`src/rtl/assert_macros.svh`:
```
// Concurrent assertion helpers; clock is clk, reset is rst.
`ifndef ASSERT_MACROS_SVH
`define ASSERT_MACROS_SVH

// Check on every clock edge outside reset.
`define ASSERT_CLK(lbl, prop, msg) \
  lbl: assert property (@(posedge clk) disable iff (rst) prop) else $error(msg);

// Check on every clock edge, reset included.
`define ASSERT_CLK_ALWAYS(lbl, prop, msg) \
  lbl: assert property (@(posedge clk) prop) else $error(msg);

`endif

```
`src/rtl/mcma_pkg.sv`:
```
`default_nettype none

package mcma_pkg;

  localparam int CHANNELS    = 8;
  localparam int WINDOW      = 16;
  localparam int SAMPLE_BITS = 10;

  localparam int CH_W        = (CHANNELS > 1) ? $clog2(CHANNELS) : 1;
  localparam int IDX_W       = $clog2(WINDOW);
  localparam int CNT_W       = $clog2(WINDOW + 1);
  localparam int STORE_DEPTH = CHANNELS * WINDOW;
  localparam int ADDR_W      = (STORE_DEPTH > 1) ? $clog2(STORE_DEPTH) : 1;
  localparam int ACC_W       = SAMPLE_BITS + $clog2(WINDOW);

  localparam int CFG_W       = 16;
  localparam int CFG_IDX_W   = 1;
  localparam int COUNT_W     = 16;
  localparam int AVG_W       = 16;

  localparam logic [COUNT_W-1:0] COUNT_MAX = 16'hFFFF;

  localparam logic [CFG_IDX_W-1:0] REG_MIN_AVG_COUNT = 1'd0;
  localparam logic [CFG_IDX_W-1:0] REG_AVG_SHIFT     = 1'd1;

  localparam logic [COUNT_W-1:0] MIN_AVG_COUNT_RESET = 16'd24;
  localparam logic [2:0]         AVG_SHIFT_RESET     = 3'd4;

  function automatic logic [ADDR_W-1:0] store_addr(input logic [CH_W-1:0] ch,
                                                   input logic [IDX_W-1:0] idx);
    return ADDR_W'(ADDR_W'(ch) * ADDR_W'(WINDOW) + ADDR_W'(idx));
  endfunction

endpackage

`default_nettype wire

```
`src/rtl/multichannel_moving_average_top.sv`:
```
// An accepted beat goes from S_IDLE to S_DONE, where the result is registered onto
//   the output; when an average is formed, S_SUM first sums the channel ring.
// One item at a time: no new input beat is taken until its result is registered;
//   the sum reads the sample store one entry per cycle through its single read port.
// Reset: synchronous; afterwards the sample store is cleared one entry per cycle,
//   all CHANNELS * WINDOW entries (128), with no input beat taken meanwhile.
`default_nettype none
`include "assert_macros.svh"

module multichannel_moving_average_top
  import mcma_pkg::*;
(
  input  wire logic                   clk,
  input  wire logic                   rst,
  input  wire logic                   cfg_we,
  input  wire logic [CFG_IDX_W-1:0]   cfg_index,
  input  wire logic [CFG_W-1:0]       cfg_data,
  input  wire logic                   in_valid,
  output logic                        in_ready,
  input  wire logic [2:0]             channel,
  input  wire logic [9:0]             sample,
  output logic                        out_valid,
  input  wire logic                   out_ready,
  output logic [2:0]                  channel_out,
  output logic [AVG_W-1:0]            average,
  output logic                        updated,
  output logic                        discarded
);

  typedef enum logic [1:0] {S_CLEAR, S_IDLE, S_SUM, S_DONE} state_t;

  state_t                 state;
  logic [ADDR_W-1:0]      clr_addr;
  logic [COUNT_W-1:0]     min_avg_count;
  logic [2:0]             avg_shift;
  logic [COUNT_W-1:0]     conv_count;
  logic [IDX_W-1:0]       wr_ptr [CHANNELS];
  logic [AVG_W-1:0]       chan_avg [CHANNELS];

  logic [2:0]             item_channel;
  logic [CH_W-1:0]        item_ch;
  logic                   item_valid;
  logic                   item_warm;
  logic                   item_upd;
  logic [CNT_W-1:0]       issue_cnt;
  logic                   rd_pending;
  logic [ACC_W-1:0]       acc;

  logic [SAMPLE_BITS-1:0] store [STORE_DEPTH];
  logic [SAMPLE_BITS-1:0] rdata;

  logic                   accept;
  logic [CH_W-1:0]        in_ch;
  logic                   in_chan_ok;
  logic                   in_warm;
  logic                   in_store;
  logic                   in_avg;
  logic                   issue;
  logic                   mem_we;
  logic [ADDR_W-1:0]      mem_waddr;
  logic [SAMPLE_BITS-1:0] mem_wdata;
  logic [ADDR_W-1:0]      mem_raddr;
  logic [IDX_W-1:0]       wr_ptr_next;

  assign in_ready   = (state == S_IDLE);
  assign accept     = in_valid && in_ready;
  assign in_ch      = CH_W'(channel);
  assign in_chan_ok = (32'(channel) < 32'(CHANNELS));
  assign in_warm    = (32'(conv_count) < 32'(CHANNELS));
  assign in_store   = in_chan_ok && !in_warm;
  assign in_avg     = in_store && (conv_count >= min_avg_count);
  assign issue      = (state == S_SUM) && (32'(issue_cnt) < 32'(WINDOW));

  assign wr_ptr_next = (32'(wr_ptr[in_ch]) == WINDOW - 1) ? '0 : wr_ptr[in_ch] + 1'b1;

  always_comb begin
    mem_we    = 1'b0;
    mem_waddr = clr_addr;
    mem_wdata = '0;
    if (state == S_CLEAR) begin
      mem_we = 1'b1;
    end else if (accept && in_store) begin
      mem_we    = 1'b1;
      mem_waddr = store_addr(in_ch, wr_ptr[in_ch]);
      mem_wdata = SAMPLE_BITS'(sample);
    end
  end

  assign mem_raddr = store_addr(item_ch, IDX_W'(issue_cnt));

  always_ff @(posedge clk) begin
    if (mem_we) begin
      store[mem_waddr] <= mem_wdata;
    end
    rdata <= store[mem_raddr];
  end

  always_ff @(posedge clk) begin
    if (rst) begin
      min_avg_count <= MIN_AVG_COUNT_RESET;
      avg_shift     <= AVG_SHIFT_RESET;
    end else if (cfg_we) begin
      unique case (cfg_index)
        REG_MIN_AVG_COUNT: min_avg_count <= cfg_data;
        REG_AVG_SHIFT:     avg_shift     <= cfg_data[2:0];
        default: ;
      endcase
    end
  end

  always_ff @(posedge clk) begin
    if (rst) begin
      state      <= S_CLEAR;
      clr_addr   <= '0;
      conv_count <= '0;
      rd_pending <= 1'b0;
      out_valid  <= 1'b0;
      for (int i = 0; i < CHANNELS; i++) begin
        wr_ptr[i]   <= '0;
        chan_avg[i] <= '0;
      end
    end else begin
      if (out_valid && out_ready) begin
        out_valid <= 1'b0;
      end
      unique case (state)
        S_CLEAR: begin
          clr_addr <= clr_addr + 1'b1;
          if (32'(clr_addr) == STORE_DEPTH - 1) begin
            state <= S_IDLE;
          end
        end
        S_IDLE: begin
          if (accept) begin
            item_channel <= channel;
            item_ch      <= in_ch;
            item_valid   <= in_chan_ok;
            item_warm    <= in_warm;
            item_upd     <= in_avg;
            issue_cnt    <= '0;
            rd_pending   <= 1'b0;
            acc          <= '0;
            if (conv_count != COUNT_MAX) begin
              conv_count <= conv_count + 1'b1;
            end
            if (in_store) begin
              wr_ptr[in_ch] <= wr_ptr_next;
            end
            state <= in_avg ? S_SUM : S_DONE;
          end
        end
        S_SUM: begin
          rd_pending <= issue;
          if (issue) begin
            issue_cnt <= issue_cnt + 1'b1;
          end
          if (rd_pending) begin
            acc <= acc + ACC_W'(rdata);
          end
          if (!issue && !rd_pending) begin
            chan_avg[item_ch] <= AVG_W'(acc >> avg_shift);
            state             <= S_DONE;
          end
        end
        S_DONE: begin
          if (!out_valid || out_ready) begin
            out_valid   <= 1'b1;
            channel_out <= item_channel;
            average     <= item_valid ? chan_avg[item_ch] : '0;
            updated     <= item_upd;
            discarded   <= item_warm;
            state       <= S_IDLE;
          end
        end
        default: state <= S_IDLE;
      endcase
    end
  end

  `ASSERT_CLK_ALWAYS(a_no_accept_in_clear, (state == S_CLEAR) |-> !in_ready, "beat taken during store clear")
  `ASSERT_CLK(a_one_item_at_a_time, accept |=> !in_ready, "second beat taken before result")
  `ASSERT_CLK(a_upd_not_warm, out_valid |-> !(updated && discarded), "update flagged on warm-up beat")
  `ASSERT_CLK(a_issue_bound, (state == S_SUM) |-> (32'(issue_cnt) <= WINDOW), "read index past window")
  `ASSERT_CLK(a_count_saturates, (conv_count == COUNT_MAX) |=> (conv_count == COUNT_MAX), "count wrapped")

endmodule

`default_nettype wire

```
`config.mk`:
```
export PLATFORM = sky130hd
export DESIGN_NAME = multichannel_moving_average_top
export DESIGN_NICKNAME = d
export VERILOG_FILES = /design/src/rtl/mcma_pkg.sv /design/src/rtl/multichannel_moving_average_top.sv
export VERILOG_INCLUDE_DIRS = /design/src /design/src/rtl
export SDC_FILE = /design/constraint.sdc
export NUM_CORES = 2
export LEC_CHECK = 0
export ABC_AREA = 1
export ABC_CLOCK_PERIOD_IN_PS = 10800
export BUFFER_PORTS_ARGS = -buffer_cell sky130_fd_sc_hd__buf_2
export CAP_MARGIN = 20
export CORE_AREA = 3 3 359 361
export DETAILED_ROUTE_END_ITERATION = 10
export DIE_AREA = 0 0 362 364
export PLACE_DENSITY = 0.74
export SLEW_MARGIN = 5
export SYNTH_ARGS = -nofsm -noshare
export SYNTH_HDL_FRONTEND = slang
export SYNTH_SLANG_ARGS = --single-unit
export TNS_END_PERCENT = 1
```
`constraint.sdc`:
```
create_clock -name clk -period 10.8 [get_ports clk]
set_clock_uncertainty 0.05 [all_clocks]
set_input_delay 2.16 -clock clk [delete_from_list [all_inputs] [get_ports clk]]
set_output_delay 2.16 -clock clk [all_outputs]
set_load 0.02 [all_outputs]
```
Yosys cells after proc, flatten, opt, wreduce, memory -nomap -nowiden
Memories as Yosys holds them, arrays and structs flattened. A register that Yosys moved wholly into a read port is not among the register bits.
Index checks and enable logic that the tools add are counted.
{"block": "classes", "bitwise_logic": 2, "shifts": 1, "add_sub_neg": 7, "n_mux": 43, "order_cmp": 3, "n_eq_ne": 12, "n_reduce_logical": 24}
{"operator": "2-to-1 mux 14 bit", "count": 2}
{"operator": "case mux 14 bit (2 select lines)", "count": 1}
{"operator": "2-to-1 mux 1 bit", "count": 22}
{"operator": "2-to-1 mux 10 bit", "count": 2}
{"operator": "adder 16 x 1 -> 16 bit (second input constant)", "count": 1}
{"operator": "greater-or-equal comparator 16 bit", "count": 1}
{"operator": "< comparator 16 x 4 -> 1 bit (second input constant)", "count": 1}
{"operator": "2-to-1 mux 16 bit", "count": 1}
{"operator": "!= test 16 bit (second input constant)", "count": 1}
{"operator": "OR reduction 16 bit", "count": 1}
{"operator": ">> shifter 14 x 3 -> 16 bit", "count": 1}
{"operator": "adder 14 x 10 -> 14 bit", "count": 1}
{"operator": "adder 7 x 4 -> 7 bit", "count": 2}
{"operator": "2-to-1 mux 7 bit", "count": 2}
{"operator": "AND reduction 4 bit", "count": 3}
{"operator": "2-to-1 mux 5 bit", "count": 2}
{"operator": "case mux 5 bit (2 select lines)", "count": 1}
{"operator": "AND reduction 3 bit", "count": 3}
{"operator": "2-to-1 mux 2 bit", "count": 4}
{"operator": "2-to-1 mux 4 bit", "count": 2}
{"operator": "case mux 2 bit (4 select lines)", "count": 1}
{"operator": "adder 7 x 1 -> 7 bit (second input constant)", "count": 1}
{"operator": "equality test 7 bit (second input constant)", "count": 1}
{"operator": "logical AND 1 bit", "count": 6}
{"operator": "other kinds (17)", "count": 29}
{"block": "totals", "reg_bits": 75, "memories": 3, "in_bits": 35, "ram_bits": 1440}
{"memory": "store", "depth": 128, "word_bits": 10, "rd": 1, "rd_ports_with_merged_regs": 1, "write_ports": 1, "line_no": "multichannel_moving_average_top.sv:49", "rtl": "logic [SAMPLE_BITS-1:0] store [STORE_DEPTH];"}
{"memory": "chan_avg", "depth": 8, "word_bits": 16, "rd": 1, "rd_ports_with_merged_regs": 1, "write_ports": 8, "line_no": "multichannel_moving_average_top.sv:38", "rtl": "logic [AVG_W-1:0] chan_avg [CHANNELS];"}
{"memory": "wr_ptr", "depth": 8, "word_bits": 4, "rd": 1, "rd_ports_with_merged_regs": 0, "write_ports": 8, "line_no": "multichannel_moving_average_top.sv:37", "rtl": "logic [IDX_W-1:0] wr_ptr [CHANNELS];"}

Longest topological paths before layout
{"block": "logic_depth", "ltp_word": 10, "depth_mapped": 16, "mapped_depth_nobuf": 14}

Worst setup path after synthesis
OpenSTA, ideal clock, no wires.
{"block": "synth_timing", "path_type": "in2reg", "startpoint": "in in_valid", "endpoint": "mem store[0][0], data pin", "n_path_buf": 2, "cell_stages": 6, "required_ns": 9.952, "path_slack_ns": 4.086, "arrival_ns": 5.867, "path_cell_list": "nand2_1 -> inv_1 -> nand3_4 -> buf_6 -> clkbuf_1 -> nor2_1"}
{"block": "synth_between", "elab_chain_len": 4}
{"item": "start: declaration", "line_no": "multichannel_moving_average_top.sv:18", "rtl": "input wire logic in_valid,"}
{"item": "logical AND 1 bit", "line_no": "multichannel_moving_average_top.sv:66", "rtl": "assign accept = in_valid && in_ready;"}
{"item": "logical AND 1 bit", "line_no": "multichannel_moving_average_top.sv:82", "rtl": "end else if (accept && in_store) begin"}
{"item": "2-to-1 mux 10 bit", "line_no": "multichannel_moving_average_top.sv:82"}
{"item": "2-to-1 mux 10 bit", "line_no": "multichannel_moving_average_top.sv:80", "rtl": "if (state == S_CLEAR) begin"}
{"item": "via mem_wdata[0]", "line_no": "multichannel_moving_average_top.sv:61", "rtl": "logic [SAMPLE_BITS-1:0] mem_wdata;"}
{"item": "end: declaration", "line_no": "multichannel_moving_average_top.sv:49"}
The timed path passes the listed nets, and every way through them passes these cells.

Worst setup path in the final report
{"block": "layout_timing", "startpoint": "in channel[0]", "endpoint": "mem store[80][2] (enable)"}
{"block": "layout_between", "elab_chain_len": 4}
{"item": "start: declaration", "line_no": "multichannel_moving_average_top.sv:20", "rtl": "input wire logic [2:0] channel,"}
{"item": "memory read (8 x 4 bit)"}
{"item": "adder 7 x 4 -> 7 bit *", "line_no": "mcma_pkg.sv:31", "rtl": "return ADDR_W'(ADDR_W'(ch) * ADDR_W'(WINDOW) + ADDR_W'(idx));"}
{"item": "2-to-1 mux 7 bit *", "line_no": "multichannel_moving_average_top.sv:82"}
{"item": "2-to-1 mux 7 bit *", "line_no": "multichannel_moving_average_top.sv:80"}
Mark *: on every way between the ends. The rest lies on a longest branch, timed or not.

==> impl_metrics.env <==
export IMPL_avgSynthCellArea_um2=10.8
export IMPL_r2r_end="rdata[5]"
export IMPL_syn_area_um2=64200
export IMPL_hpwl_mm=98.5
export IMPL_area_delta_synth_final_pct=10.2
export IMPL_endpoint_kind="flip-flop"
export IMPL_ys_flop_type="edfxtp_1"
export IMPL_max_freq_ghz=0.187
export IMPL_utilization_pct=56.2
export IMPL_rows=130
export IMPL_path_clk_slew_ns=0.06
export IMPL_cts_tree="yes"
export IMPL_io_pin_count=58
export IMPL_portBuffers=55
export IMPL_grt_pass1_wl_mm=253
export IMPL_cts_buffers=152
export IMPL_layout_commonest_cell="edfxtp_1"
export IMPL_critPathArrivalTime_ns=5.69
export IMPL_critPathTopFamily="simple AND/OR/NAND/NOR gates"
export IMPL_yosysSeqAreaShare_pct=70.4
export IMPL_outcome="completed"
export IMPL_start_util_pct=51.1
export IMPL_place_congestion=0.888
export IMPL_regArea_um2=45200
export IMPL_yosysUniqueCellTypes=51
export IMPL_final_cell_mix="edfxtp_1, nand2_1, nor2_1"
export IMPL_hold_start="item_warm"
export IMPL_via_count=44121
export IMPL_routedWlPerCell_um=22.0
export IMPL_hold_path_depth=0
export IMPL_grt_max_degree=233
export IMPL_firstDrtPassIters=7
export IMPL_die_area_um2=132000
export IMPL_finalHoldViolCount=0
export IMPL_wl_mm=168
export IMPL_place_inst=7384
export IMPL_final_cells=7672
export IMPL_p_leak_nw=28.0
export IMPL_cts_root_buf="clkbuf_16"
export IMPL_synth_seq_cells=1523
export IMPL_worstPathCellList="buf_2, inv_2, nand2_1, nand2_1, nand2_1, nand2_1, nand2_1, nand2_1, nand2_1, nand2_2, nor2_2, nand3_2, nor2_1"
export IMPL_antenna_found_initial=12
export IMPL_rsz0062_at_grt="no"
export IMPL_antenna_left=0
export IMPL_finalSetupTns_ns=0
export IMPL_multi_input_area_um2=16700
export IMPL_cp_required_ns=11.13
export IMPL_min_path_type="flip-flop to flip-flop"
export IMPL_die_w_um=362
export IMPL_start_kind="input port"
export IMPL_critPathKind="input port to flip-flop"
export IMPL_fp_coreArea_um2=126000
export IMPL_cts_buffer_depth=3
export IMPL_r2r_setup_slack_ns=6.11
export IMPL_synth_async_reset_ratio_pct=0
export IMPL_grt_ovfl_total=0
export IMPL_vias_per_cell=5.75
export IMPL_vdd_ir_drop_max_mv=0.153
export IMPL_grt_pass1_vias=42463
export IMPL_finalMaxSlewViolations=0
export IMPL_post_cts_buffers=0
export IMPL_min_period_ns=5.35
export IMPL_postCtsHoldBufs=0
export IMPL_worstSkewPairLatency_ns=0.76
export IMPL_synth_cells=5943
export IMPL_post_cts_resized=0
export IMPL_finalSetupViolations=0
export IMPL_fillCellCount=10211
export IMPL_p_per_area_nw_per_um2=183
export IMPL_final_nets=5958
export IMPL_h_tree_depth=4
export IMPL_max_stage_delay_ns=1.13
export IMPL_worst_pin_slew_ns=1.17
export IMPL_path_buf_inv=2
export IMPL_reg2reg_from="issue_cnt[0]"
export IMPL_gr_usage_all_layers_pct=25.3
export IMPL_clock_sinks=1523
export IMPL_crit_path_frequent_cell="nand2_1"
export IMPL_drt_first_iter_violations=6181
export IMPL_period_share_pct=49.6
export IMPL_cp_max_fo=23
export IMPL_drc=0
export IMPL_cap_viol_max_count=0
export IMPL_hold_end="discarded"
export IMPL_die_y_um=364
export IMPL_ys_warn_count=0
export IMPL_synth_edf_count=1467
export IMPL_cp_slowest_cell="nor2_1"
export IMPL_rr_worst_depth=12
export IMPL_timing_slew_headroom_pct=22.2
export IMPL_drive_above_1_share_pct=6.22
-- through the flow --
stage | setup WS (ns) | power, mW | hold slack (ns) | instance area [µm²]
3_3_place_gp | 4.83 | 7.77 | 0.355 | 65700
2_1_floorplan | 4.09 | 7.38 | 0.350 | 64200
4_1_cts | 5.62 | 13.0 | 0.370 | 70700
3_5_place_dp | 4.77 | 7.79 | 0.368 | 65700
5_1_grt | 5.29 | 13.3 | 0.382 | 70700
6_report | 5.45 | 12.9 | 0.373 | 70700
-- synthesized netlist by cell type, types with 18 or more instances --
master | number | share of area (%)
a21oi_1 | 81 | 0.63
buf_1 | 30 | 0.18
buf_2 | 118 | 0.92
clkbuf_1 | 161 | 0.94
dfxtp_1 | 56 | 1.7
edfxtp_1 | 1467 | 69
ha_1 | 34 | 0.66
inv_1 | 263 | 1.5
nand2_1 | 1413 | 8.3
nand3_1 | 342 | 2.7
nand4_1 | 36 | 0.35
nor2_1 | 1209 | 7.1
nor3_1 | 18 | 0.14
o211ai_1 | 35 | 0.41
o21ai_0 | 507 | 4.0
o21ai_1 | 34 | 0.27
-- power breakdown --
| part | switching [mW] | internal [mW] | total [mW] |
|---|---|---|---|
| Clock | 2.19 | 3.06 | 5.25 |
| Combinational | 0.886 | 0.263 | 1.15 |
| Sequential | 0.0460 | 6.50 | 6.55 |
| Total | 3.12 | 9.83 | 12.9 |
-- worst reg2reg max path: stages, from the launching register on --
cell and delay, ns:
edfxtp_1 0.65, buf_12 0.58, buf_4 0.91, buf_4 0.88
nand2_1 0.15, nand3_1 0.12, o21ai_0 0.11, nand2_1 0.07
nand3_1 0.11, nor2_1 0.40, nor2_1 0.20, nor2_1 0.13
nand2_1 0.15
-- area by class of cell --
| cell class | count | area share (%) |
|---|---|---|
| Multi-Input combinational cell | 3828 | 23.6 |
| Sequential cell | 1523 | 63.9 |
| Antenna cell | 9 | 0.0319 |
| Inverter | 277 | 1.49 |
| Tap cell | 1650 | 2.92 |
| Clock buffer | 197 | 5.90 |
| Timing Repair Buffer | 106 | 1.05 |
| Clock inverter | 82 | 1.10 |
-- routing by layer --
layer	track usage (%)	vias up	part of all wire (%)
li1	-	20122	-
met1	33.7	21084	39
met2	40.2	2501	47
met3	5.56	408	11
met4	11.0	6	4.1
met5	0	-	0.027
-- worst max-delay path by stage --
stage,depth (start not counted),start,end,slack (ns)
final,13,channel[0],store[80][2],5.45
after global routing,13,channel[0],store[80][7],5.29
after CTS,13,channel[0],store[80][0],5.62
after detailed placement,13,channel[0],store[80][9],4.77
after global placement,13,channel[0],store[80][1],4.83
after floorplan,6,in_valid,store[0][0],4.09
-- state kept, by name (all words and copies together) (netlist names), 3 cells and up --
name and flops:
wr_ptr 32, clr_addr 7, min_avg_count 16, acc 14, avg_shift 3, item_ch 3
store 1280, rdata 10, chan_avg 112, issue_cnt 5, channel_out 3, conv_count 16
average 14
-- cell families (layout without fill, tap and decap cells) --
| group | count (synthesis) | after routing | share of synthesized area (%) |
|---|---|---|---|
| muxes | 7 | 7 | 0.109 |
| DFF | 1523 | 1523 | 70.4 |
| and+or+nand+nor | 3065 | 3065 | 19.0 |
| AOI/OAI and AO/OA | 711 | 711 | 5.93 |
| xor gates and xnor gates | 8 | 8 | 0.109 |
| adders and majority gates | 35 | 35 | 0.694 |
| other | 1 | 11 | 0.00584 |
| buffers and inverters | 593 | 662 | 3.75 |
Power figures use the tool's default switching activity.
